**src/rtl/core/ght_pkg.sv**
```systemverilog
// ----------------------------------------------------------------------------
// ght_pkg
// shared types, codes and sizes of the generational handle table
// ----------------------------------------------------------------------------
package ght_pkg;

	localparam int SLOT_COUNT = 256;
	localparam int IDX_W      = $clog2(SLOT_COUNT);
	localparam int CNT_W      = $clog2(SLOT_COUNT) + 1;
	localparam int GEN_W      = 32;
	localparam int REF_W      = 16;
	localparam int WORD_W     = 32;

	// operation codes
	localparam logic [2:0] MODE_BOX     = 3'd0;
	localparam logic [2:0] MODE_SPHERE  = 3'd1;
	localparam logic [2:0] MODE_ADD     = 3'd2;
	localparam logic [2:0] MODE_RELEASE = 3'd3;
	localparam logic [2:0] MODE_DESTROY = 3'd4;

	// result status codes
	localparam logic [1:0] ST_DONE    = 2'd0;
	localparam logic [1:0] ST_INVALID = 2'd1;
	localparam logic [1:0] ST_FULL    = 2'd2;
	localparam logic [1:0] ST_ZERO    = 2'd3;

	typedef struct packed {
		logic [2:0]             mode;
		logic [IDX_W-1:0]       slot_index;
		logic [GEN_W-1:0]       slot_generation;
		logic [2:0][WORD_W-1:0] offset;
		logic [2:0][WORD_W-1:0] extent;
		logic [WORD_W-1:0]      sphere_radius;
	} in_item_t;

	typedef struct packed {
		logic                   kind;
		logic [2:0][WORD_W-1:0] offset;
		logic [2:0][WORD_W-1:0] extent;
		logic [WORD_W-1:0]      radius;
	} record_t;

	typedef struct packed {
		logic [IDX_W-1:0] owner;
		record_t          rec;
	} dense_entry_t;

	typedef struct packed {
		logic [REF_W-1:0] refs;
		logic [GEN_W-1:0] gen;
	} slot_info_t;

	typedef struct packed {
		logic [1:0]       status;
		logic [IDX_W-1:0] index;
		logic [GEN_W-1:0] generation;
		logic [REF_W-1:0] ref_count;
		logic             destroyed;
		logic [CNT_W-1:0] live_count;
	} result_t;

	// datapath commands
	typedef enum logic [3:0] {
		DP_NOP,
		DP_CAPTURE,
		DP_FULL,
		DP_INVALID,
		DP_CR_FRESH,
		DP_RD_FREE,
		DP_CR_RD_SLOT,
		DP_CR_REUSE,
		DP_REF_RD,
		DP_REF_RD_DENSE,
		DP_ADDREF,
		DP_ZERO,
		DP_DEC,
		DP_KILL,
		DP_RD_LAST,
		DP_MOVE
	} dp_op_t;

	typedef struct packed {
		logic is_create;
		logic is_unknown;
		logic is_add;
		logic is_release;
		logic has_free;
		logic issued_full;
		logic valid;
		logic refs_zero;
		logic refs_one;
		logic at_last;
		logic out_free;
	} dp_status_t;

endpackage

```
**src/rtl/core/ght_ctrl.sv**
```systemverilog
// ----------------------------------------------------------------------------
// ght_ctrl
// sequencer that steps the datapath through one transaction at a time
// ----------------------------------------------------------------------------
module ght_ctrl
	import ght_pkg::*;
(
	input  logic       clk,
	input  logic       arst_n,
	input  logic       in_valid,
	output logic       in_ready,
	input  dp_status_t stat,
	output dp_op_t     op
);
	typedef enum logic [2:0] {
		S_IDLE,
		S_DISPATCH,
		S_CR_SLOT,
		S_CR_COMMIT,
		S_REF_DENSE,
		S_REF_EVAL,
		S_MOVE,
		S_EMIT
	} state_t;

	state_t state_q, state_d;

	always_comb begin
		state_d = state_q;
		op      = DP_NOP;
		unique case (state_q)
			S_IDLE: begin
				if (in_valid) begin
					op      = DP_CAPTURE;
					state_d = S_DISPATCH;
				end
			end
			S_DISPATCH: begin
				if (stat.is_create) begin
					if (stat.has_free) begin
						op      = DP_RD_FREE;
						state_d = S_CR_SLOT;
					end else if (stat.issued_full) begin
						op      = DP_FULL;
						state_d = S_EMIT;
					end else begin
						op      = DP_CR_FRESH;
						state_d = S_EMIT;
					end
				end else if (stat.is_unknown) begin
					op      = DP_INVALID;
					state_d = S_EMIT;
				end else begin
					op      = DP_REF_RD;
					state_d = S_REF_DENSE;
				end
			end
			S_CR_SLOT: begin
				op      = DP_CR_RD_SLOT;
				state_d = S_CR_COMMIT;
			end
			S_CR_COMMIT: begin
				op      = DP_CR_REUSE;
				state_d = S_EMIT;
			end
			S_REF_DENSE: begin
				op      = DP_REF_RD_DENSE;
				state_d = S_REF_EVAL;
			end
			S_REF_EVAL: begin
				state_d = S_EMIT;
				if (!stat.valid) begin
					op = DP_INVALID;
				end else if (stat.is_add) begin
					op = DP_ADDREF;
				end else if (stat.is_release && stat.refs_zero) begin
					op = DP_ZERO;
				end else if (stat.is_release && !stat.refs_one) begin
					op = DP_DEC;
				end else if (stat.at_last) begin
					op = DP_KILL;
				end else begin
					op      = DP_RD_LAST;
					state_d = S_MOVE;
				end
			end
			S_MOVE: begin
				op      = DP_MOVE;
				state_d = S_EMIT;
			end
			S_EMIT: begin
				if (stat.out_free) begin
					state_d = S_IDLE;
				end
			end
			default: begin
				state_d = S_IDLE;
			end
		endcase
	end

	always_ff @(posedge clk or negedge arst_n) begin
		if (!arst_n) begin
			state_q <= S_IDLE;
		end else begin
			state_q <= state_d;
		end
	end

	assign in_ready = (state_q == S_IDLE);
endmodule

```
**config.mk**
```make
export PLATFORM = sky130hd
export DESIGN_NAME = ght_ctrl
export DESIGN_NICKNAME = d
export VERILOG_FILES = /design/src/rtl/core/ght_pkg.sv /design/src/rtl/core/ght_ctrl.sv
export SDC_FILE = /design/constraint.sdc
export NUM_CORES = 1
export LEC_CHECK = 0
export ABC_AREA = 1
export BUFFER_PORTS_ARGS = -buffer_cell sky130_fd_sc_hd__buf_2
export CAP_MARGIN = 25
export CORE_AREA = 5 5 42 44
export CTS_CLUSTER_DIAMETER = 100
export CTS_CLUSTER_SIZE = 14
export DETAILED_ROUTE_END_ITERATION = 10
export DIE_AREA = 0 0 47 49
export PLACE_DENSITY = 0.51
export SYNTH_ARGS = -nofsm -noshare
export SYNTH_HDL_FRONTEND = slang
export SYNTH_SLANG_ARGS = --single-unit
```
**constraint.sdc**
```tcl
create_clock -name clk -period 3.3 [get_ports clk]
set_clock_uncertainty 0.1 [all_clocks]
set_input_delay 0.33 -clock clk [delete_from_list [all_inputs] [get_ports clk]]
set_output_delay 0.33 -clock clk [all_outputs]
set_load 0.02 [all_outputs]
```
==> results of run 1 <==
-- metal layers --
| metal | part of all wire [%] | wire, µm | track usage (%) |
|---|---|---|---|
| met5 | 0 | 0 | 0 |
| met4 | 0 | 0 | 5.53 |
| met3 | 7.9 | 76 | 2.21 |
| met2 | 49 | 475 | 14.9 |
| met1 | 43 | 410 | 10.4 |
-- worst reg2reg max path, delay by kind of cell, from the launching register on --
family | cells | cell delay [ns]
AOI/OAI and AO/OA | 1 | 0.15
and+or+nand+nor | 4 | 0.42
buffers and inverters | 1 | 0.05
DFF | 1 | 0.42
-- stage by stage --
| stage | utilization, % | worst slack, ns |
|---|---|---|
| 3_3_place_gp | 33.4 | 1.71 |
| 5_1_grt | 36.0 | 1.31 |
| 6_report | 36.0 | 1.45 |
| 2_1_floorplan | - | 1.73 |
| 4_1_cts | 36.0 | 1.42 |
| 3_5_place_dp | 33.4 | 1.68 |
-- cells in the final DEF, fill, tap and decap left out --
| cell type | n |
|---|---|
| nand2_2 | 1 |
| nand2_1 | 20 |
| clkbuf_1 | 1 |
| a21boi_0 | 1 |
| dlygate4sd3_1 | 1 |
| buf_2 | 18 |
| o21a_1 | 1 |
| a21oi_1 | 3 |
| dfrtp_1 | 3 |
| nand3_1 | 5 |
| nor2_2 | 2 |
| clkbuf_4 | 3 |
| o211ai_1 | 1 |
| o21ai_0 | 8 |
| o2111ai_1 | 1 |
| nand4_1 | 1 |
| inv_1 | 12 |
| nor2_1 | 5 |
| nand3b_1 | 1 |
-- final cells by class --
cell class | count | area [µm²]
well taps | 16 | 20.0
flip-flops and latches | 3 | 75.1
fillers | 173 | 897
repair buffers | 19 | 100
clock buffers | 4 | 26.3
multi-input cells | 50 | 238
inverters | 12 | 45.0
-- cell families (layout without fill, tap and decap cells) --
| logic type | after synthesis | count (layout) | synth area share [%] |
|---|---|---|---|
| flip-flops | 3 | 3 | 20.7 |
| AO/OA/AOI/OAI | 15 | 15 | 23.8 |
| AND/OR/NAND/NOR | 35 | 35 | 41.7 |
| buffers and inverters | 13 | 35 | 13.8 |
-- worst max path at each step --
stage / start / to / slack (ns) / cells after the start
after floorplan: state_q[1] / op[0] / 1.73 / 6
after global placement: state_q[1] / op[0] / 1.71 / 6
final: state_q[1] / op[0] / 1.45 / 6
after CTS: state_q[1] / op[0] / 1.42 / 6
after detailed placement: state_q[1] / op[0] / 1.68 / 6
after global routing: state_q[1] / op[0] / 1.31 / 6
-- power by group through the flow --
stage / clock network [mW] / registers [mW] / logic (mW)
global route: 0.0696 / 0.0964 / 0.330
floorplan: 0 / 0.0746 / 0.224
finish: 0.0628 / 0.0926 / 0.286
global placement: 0 / 0.0909 / 0.290
detailed placement: 0 / 0.0915 / 0.289
CTS: 0.0670 / 0.0911 / 0.290
==> out/qor.yml, run 1 <==
critical_path:
  path_max_fanout: 6
  slowest_stage: "dfrtp_1"
  worstSetupPathType: "reg2out"
  max_stage_delay_ns: 0.42
  worstPathRequired_ns: 2.87
  crit_arrival_ns: 1.42
  path_cells: "nor2_2 -> nand2_2 -> nor2_2 -> o21ai_0 -> nand3b_1 -> buf_2"
  worst_setup_path_end_kind: "primary output"
  reg2reg_to: "state_q[0]"
  startpoint_type: "flip-flop"
  rr_startpoint: "state_q[1]"
  regToRegSetupSlack_ns: 2.04
  cp_common_cell: "nor2_2"
  r2r_cells: 6
  crit_family: "simple AND/OR/NAND/NOR gates"
  critPathBufInv: 1
power:
  p_clk_share_pct: 14.2
  p_leak_nw: 0.293
  power.internal_uw: 207
  power_frac_comb_pct: 64.8
  p_switching_uw: 234
  irDropWorstVdd_uv: 416
  p_sw_share_pct: 53.1
  p_total_uw: 441
  power_density_nw_per_um2: 875
  p_seq_share_pct: 21.0
route:
  avgRoutedWirePerCell_um: 9.25
  routed_wl_um: 962
  drt_pre_antenna_iters: 4
  drtIter0Drc: 4
  antenna_left: 0
  vias: 470
  remaining_drc_errors: 0
  vias_per_cell: 4.52
cts:
  cts_max_level: 1
  root_buffer: "clkbuf_4"
  post-cts-setup-buffers: 0
  cts_hold_buf: 1
  cts_tree: "built"
  clock_latency_ns: 0.23
  cts.repair.resized: 0
  clk_path_buf_depth: 2
  cts.clk_slew.worst_paths_ns: 0.04
  cts.sinks: 3
  numCtsBuffers: 3
cells_and_area:
  regMostFlops: "state_q"
  diodes: 0
  stdcell_area_um2: 504
  fin_cells: 104
  drive_above_1_share_pct: 27.3
  biggestRegsByFlops: "state_q: 3 flops"
  syn_to_final_growth_pct: 39.0
  largest_reg_flops: 3
  final_net_count: 103
timing:
  maxSlewViolCount: 0
  rsz0062_at_grt: "false"
  worst_slew_pin_slew_ns: 0.280
  setup-violations-final: 0
  timing.final.crit_period_ns: 1.85
  fmax_ghz: 0.540
  setup-tns-final_ns: 0
  holdWs_ns: 0.329
  layout_worst_path_cycle_share_pct: 56.1
  hold_viol_final: 0
  slew_headroom_pct: 81.3
floorplanning:
  die_width_um: 47
  initial_core_util_pct: 25.9
  rows: 14
  die_h_um: 49
  core_um2: 1400
  io_pins: 19
  die_area_um2: 2300
global_route:
  grt_pass1_vias: 427
  antenna_found_initial: 0
  grt_max_degree: 11
  grt.overflow.total: 0
  grt_first_pass_wirelength_um: 1570
  grt_use_total_pct: 9.24
job:
  cap_violations: 0
logic_synthesis:
  synth_warnings: 0
  syn_nets: 80
  synth_top_area_cell: "dfrtp_1"
  synth_area_leaders: "dfrtp_1 (21%), nand2_1 (21%), inv_1 (12%)"
  ys_ff_latch: 3
  synth_edf_count: 0
  synthFlopType: "dfrtp_1"
  yosysSeqAreaShare_pct: 20.7
  synth_area_um2: 363
  post_synth.cell_area_avg_um2: 5.50
  postSynthCellCount: 66
  yosys-top-cells-count: "nand2_1 (20), inv_1 (12), o21ai_0 (8)"
  yosysMostFrequentCell: "nand2_1"
  ys_async_sr_fraction_pct: 100
  synth.distinct_cells: 16
  yosysTopAreaCellShare_pct: 20.7
status:
  status: "finished clean"
place:
  port_buffers: 18
  dpl_cell_area_um2: 468
  globalplace.congestion: 0.844
  dpl.cell_count: 99
hold_path:
  hp-class: "in2async"
Note: power is estimated with default switching activity, not from simulation.
==> run 2: changes to the inputs <==
--- a/config.mk
+++ b/config.mk
@@ -5,7 +5,7 @@
 export SDC_FILE = /design/constraint.sdc
 export NUM_CORES = 1
 export LEC_CHECK = 0
-export ABC_AREA = 1
+export ABC_AREA = 0
 export BUFFER_PORTS_ARGS = -buffer_cell sky130_fd_sc_hd__buf_2
 export CAP_MARGIN = 25
 export CORE_AREA = 5 5 42 44
@@ -13,7 +13,7 @@
 export CTS_CLUSTER_SIZE = 14
 export DETAILED_ROUTE_END_ITERATION = 10
 export DIE_AREA = 0 0 47 49
-export PLACE_DENSITY = 0.51
+export PLACE_DENSITY = 0.52
 export SYNTH_ARGS = -nofsm -noshare
 export SYNTH_HDL_FRONTEND = slang
 export SYNTH_SLANG_ARGS = --single-unit
==> constraint.sdc (replaced) <==
create_clock -name clk -period 1.6 [get_ports clk]
set_clock_uncertainty 0.1 [all_clocks]
set_input_delay 0.16 -clock clk [delete_from_list [all_inputs] [get_ports clk]]
set_output_delay 0.16 -clock clk [all_outputs]
set_load 0.02 [all_outputs]
==> run 2 against run 1 <==
The flow now finishes with violations (setup timing). Combinational power rose to 3.5 times the previous value. Worst hold slack worse by 0.25 ns. Area after synthesis down 1.7%. Register-to-register slack worse by 1.9 ns. Die area unchanged. Clock power up 130%. Setup slack worse by 1.5 ns. Clock-buffer cell count unchanged. Sequential cell count unchanged. Total power rose to 3.0 times the previous value. Critical path type unchanged. Critical endpoint unchanged. Largest cell class unchanged.
==> out/qor.yml, run 2 <==
cells_and_area:
  fin_cells: 102
  drive_above_1_share_pct: 46.5
  final_common_cell: "buf_2"
  syn_to_final_growth_pct: 76.1
  final_net_count: 101
  regMostFlops: "state_q"
  diodes: 0
  largest_reg_flops: 3
  final_cell_mix: "buf_2 (15), buf_4 (13), nand2_1 (6)"
  biggestRegsByFlops: "state_q: 3 flops"
  stdcell_area_um2: 628
  final_core_util_pct: 44.8
  fillCellCount: 150
power:
  power_density_nw_per_um2: 2120
  p_leak_nw: 0.317
  irDropWorstVdd_uv: 942
timing:
  setup_slack_ns: -0.0874
  maxSlewViolCount: 0
  layout_worst_path_cycle_share_pct: 105
  rsz0062_at_grt: "true"
  slew_headroom_pct: 82.3
  setup-violations-final: 2
  fmax_ghz: 0.593
  timing.final.crit_period_ns: 1.69
  worst_slew_pin_slew_ns: 0.263
  hold_viol_final: 0
route:
  drt_pre_antenna_iters: 4
  remaining_drc_errors: 0
  drtIter0Drc: 14
  routed_wl_um: 1240
  vias: 529
  avgRoutedWirePerCell_um: 12.2
  vias_per_cell: 5.19
  antenna_left: 0
global_route:
  grt.overflow.total: 0
  grt_pass1_vias: 469
  antenna_found_initial: 0
  grt_first_pass_wirelength_um: 1880
  grt_max_degree: 12
  grt_use_total_pct: 11.3
status:
  status: "finished, violations left"
  violations: "setup timing"
logic_synthesis:
  yosysMostFrequentCell: "nand2_1"
  synth_simple_gate_area_share_pct: 29.5
  ys_async_sr_fraction_pct: 100
  synth_warnings: 0
  postSynthCellCount: 53
  synth_top_area_cell: "dfrtp_1"
  yosysSeqAreaShare_pct: 21.1
  synth-compound-area-share_pct: 40.7
  ys_ff_latch: 3
  synth_top_family_by_area: "compound AO/OA/AOI/OAI gates"
  synth.distinct_cells: 25
  synth_edf_count: 0
  post_synth.cell_area_avg_um2: 6.73
  syn_nets: 67
  synth_area_leaders: "dfrtp_1 (21%), nand2_1 (7.4%), a21oi_1 (7.0%)"
  synthFlopType: "dfrtp_1"
  yosys-top-cells-count: "nand2_1 (7), a21oi_1 (5), inv_1 (5), o21ai_0 (5)"
  synth-adder-area-share_pct: 0
  synth_xor_area_share_pct: 0
  synth.area.mux_share_pct: 0
  yosysTopAreaCellShare_pct: 21.1
  synth_area_um2: 357
floorplanning:
  io_pins: 19
  die_width_um: 47
  core_um2: 1400
  initial_core_util_pct: 25.4
  rows: 14
  die_h_um: 49
  die_area_um2: 2300
critical_path:
  path_cells: "buf_6 -> a211o_1 -> a31oi_1 -> a211o_1 -> buf_6"
  worst_setup_path_end_kind: "primary output"
  crit_arrival_ns: 1.43
  reg2reg_to: "state_q[1]"
  regToRegSetupSlack_ns: 0.11
  critPathBufInv: 2
  rr_startpoint: "state_q[0]"
  r2r_cells: 4
  path_max_fanout: 7
  max_stage_delay_ns: 0.37
  worstSetupPathType: "reg2out"
  crit_family: "compound AO/OA/AOI/OAI gates"
  startpoint_type: "flip-flop"
  slowest_stage: "dfrtp_1"
  worstPathRequired_ns: 1.34
place:
  dpl.cell_count: 90
  dpl_cell_area_um2: 499
  pre_cts_slack_ns: 0.107
  globalplace.congestion: 0.817
  hpwlAfterDp_um: 874
  port_buffers: 18
cts:
  root_buffer: "clkbuf_4"
  cts.clk_slew.worst_paths_ns: 0.05
  cts_tree: "built"
  numCtsBuffers: 3
  cts.sinks: 3
  clock_latency_ns: 0.25
  cts_max_level: 1
  clk_path_buf_depth: 2
hold_path:
  hp-class: "in2reg"
  min-delay-start: "stat[0]"
  min_path_cells: 2
  hold_path_end: "state_q[2]"
job:
  cap_violations: 0
[run 2: cell types whose count changed after synthesis, sizes merged, moves of 2 or more]
cell | before | now
clkbuf | 0 | 2
nor2 | 7 | 3
inv | 12 | 5
nand2 | 21 | 7
o22ai | 0 | 3
nand3 | 5 | 3
a211o | 0 | 2
a21oi | 3 | 5
o21ai | 8 | 5
[run 2: metrics by stage]
stage	hold WS [ns]	total power [mW]	TNS (ns)
2_1_floorplan	-0.236	0.644	0
3_3_place_gp	-0.141	0.931	0
3_5_place_dp	-0.143	0.922	0
4_1_cts	0.0696	1.19	-0.241
5_1_grt	0.0764	1.42	-0.317
6_report	0.0758	1.33	-0.129
[run 2: kinds of logic (layout without fill, tap and decap cells)]
kind of cell,Yosys count,in the layout
AO/OA/AOI/OAI,22,22
AND/OR/NAND/NOR,20,20
buffers and inverters,8,41
flip-flops,3,3
[run 2: report_power, final]
group	internal, mW	total [mW]	switching, mW
sequential	0.122	0.178	0.0557
clock	0.0942	0.145	0.0513
combinational	0.529	1.01	0.480
total	0.745	1.33	0.587
[run 2: repair_timing]
action,CTS,global route
pin swaps,2,6
endpoints found under the setup margin,4,4
setup buffers,2,5
resized for setup,7,5
hold buffers,1,0
hold endpoints to repair,3,0
[run 2: worst reg2reg max path: cells and delay by family (launching register included)]
kind	cells	cell delay, ns
buffers and inverters	1	0.15
AND/OR/NAND/NOR	1	0.36
AO/OA/AOI/OAI	2	0.32
flip-flops	1	0.43
[run 2: final cells by class]
class,instances,area [µm²],share of cell area (%)
multi-input cells,42,269,42.8
repair buffers,32,216,34.5
flip-flops and latches,3,77.6,12.4
clock buffers,4,26.3,4.18
well taps,16,20.0,3.19
inverters,5,18.8,2.99
[run 2: per-layer routing]
layer,vias up,share of wire [%],global-route usage [%]
met3,4,7.6,1.85
met2,27,46,15.6
li1,263,-,-
met1,235,43,13.9
met4,0,3.0,11.1
met5,-,0,0
[run 2: worst max-delay path by stage]
stage / depth (start not counted) / endpoint / start
final: 5 / op[0] / state_q[1]
after global routing: 5 / op[0] / state_q[1]
after global placement: 5 / op[0] / state_q[2]
after CTS: 4 / op[3] / state_q[2]
after floorplan: 4 / op[3] / state_q[2]
after detailed placement: 5 / op[0] / state_q[2]
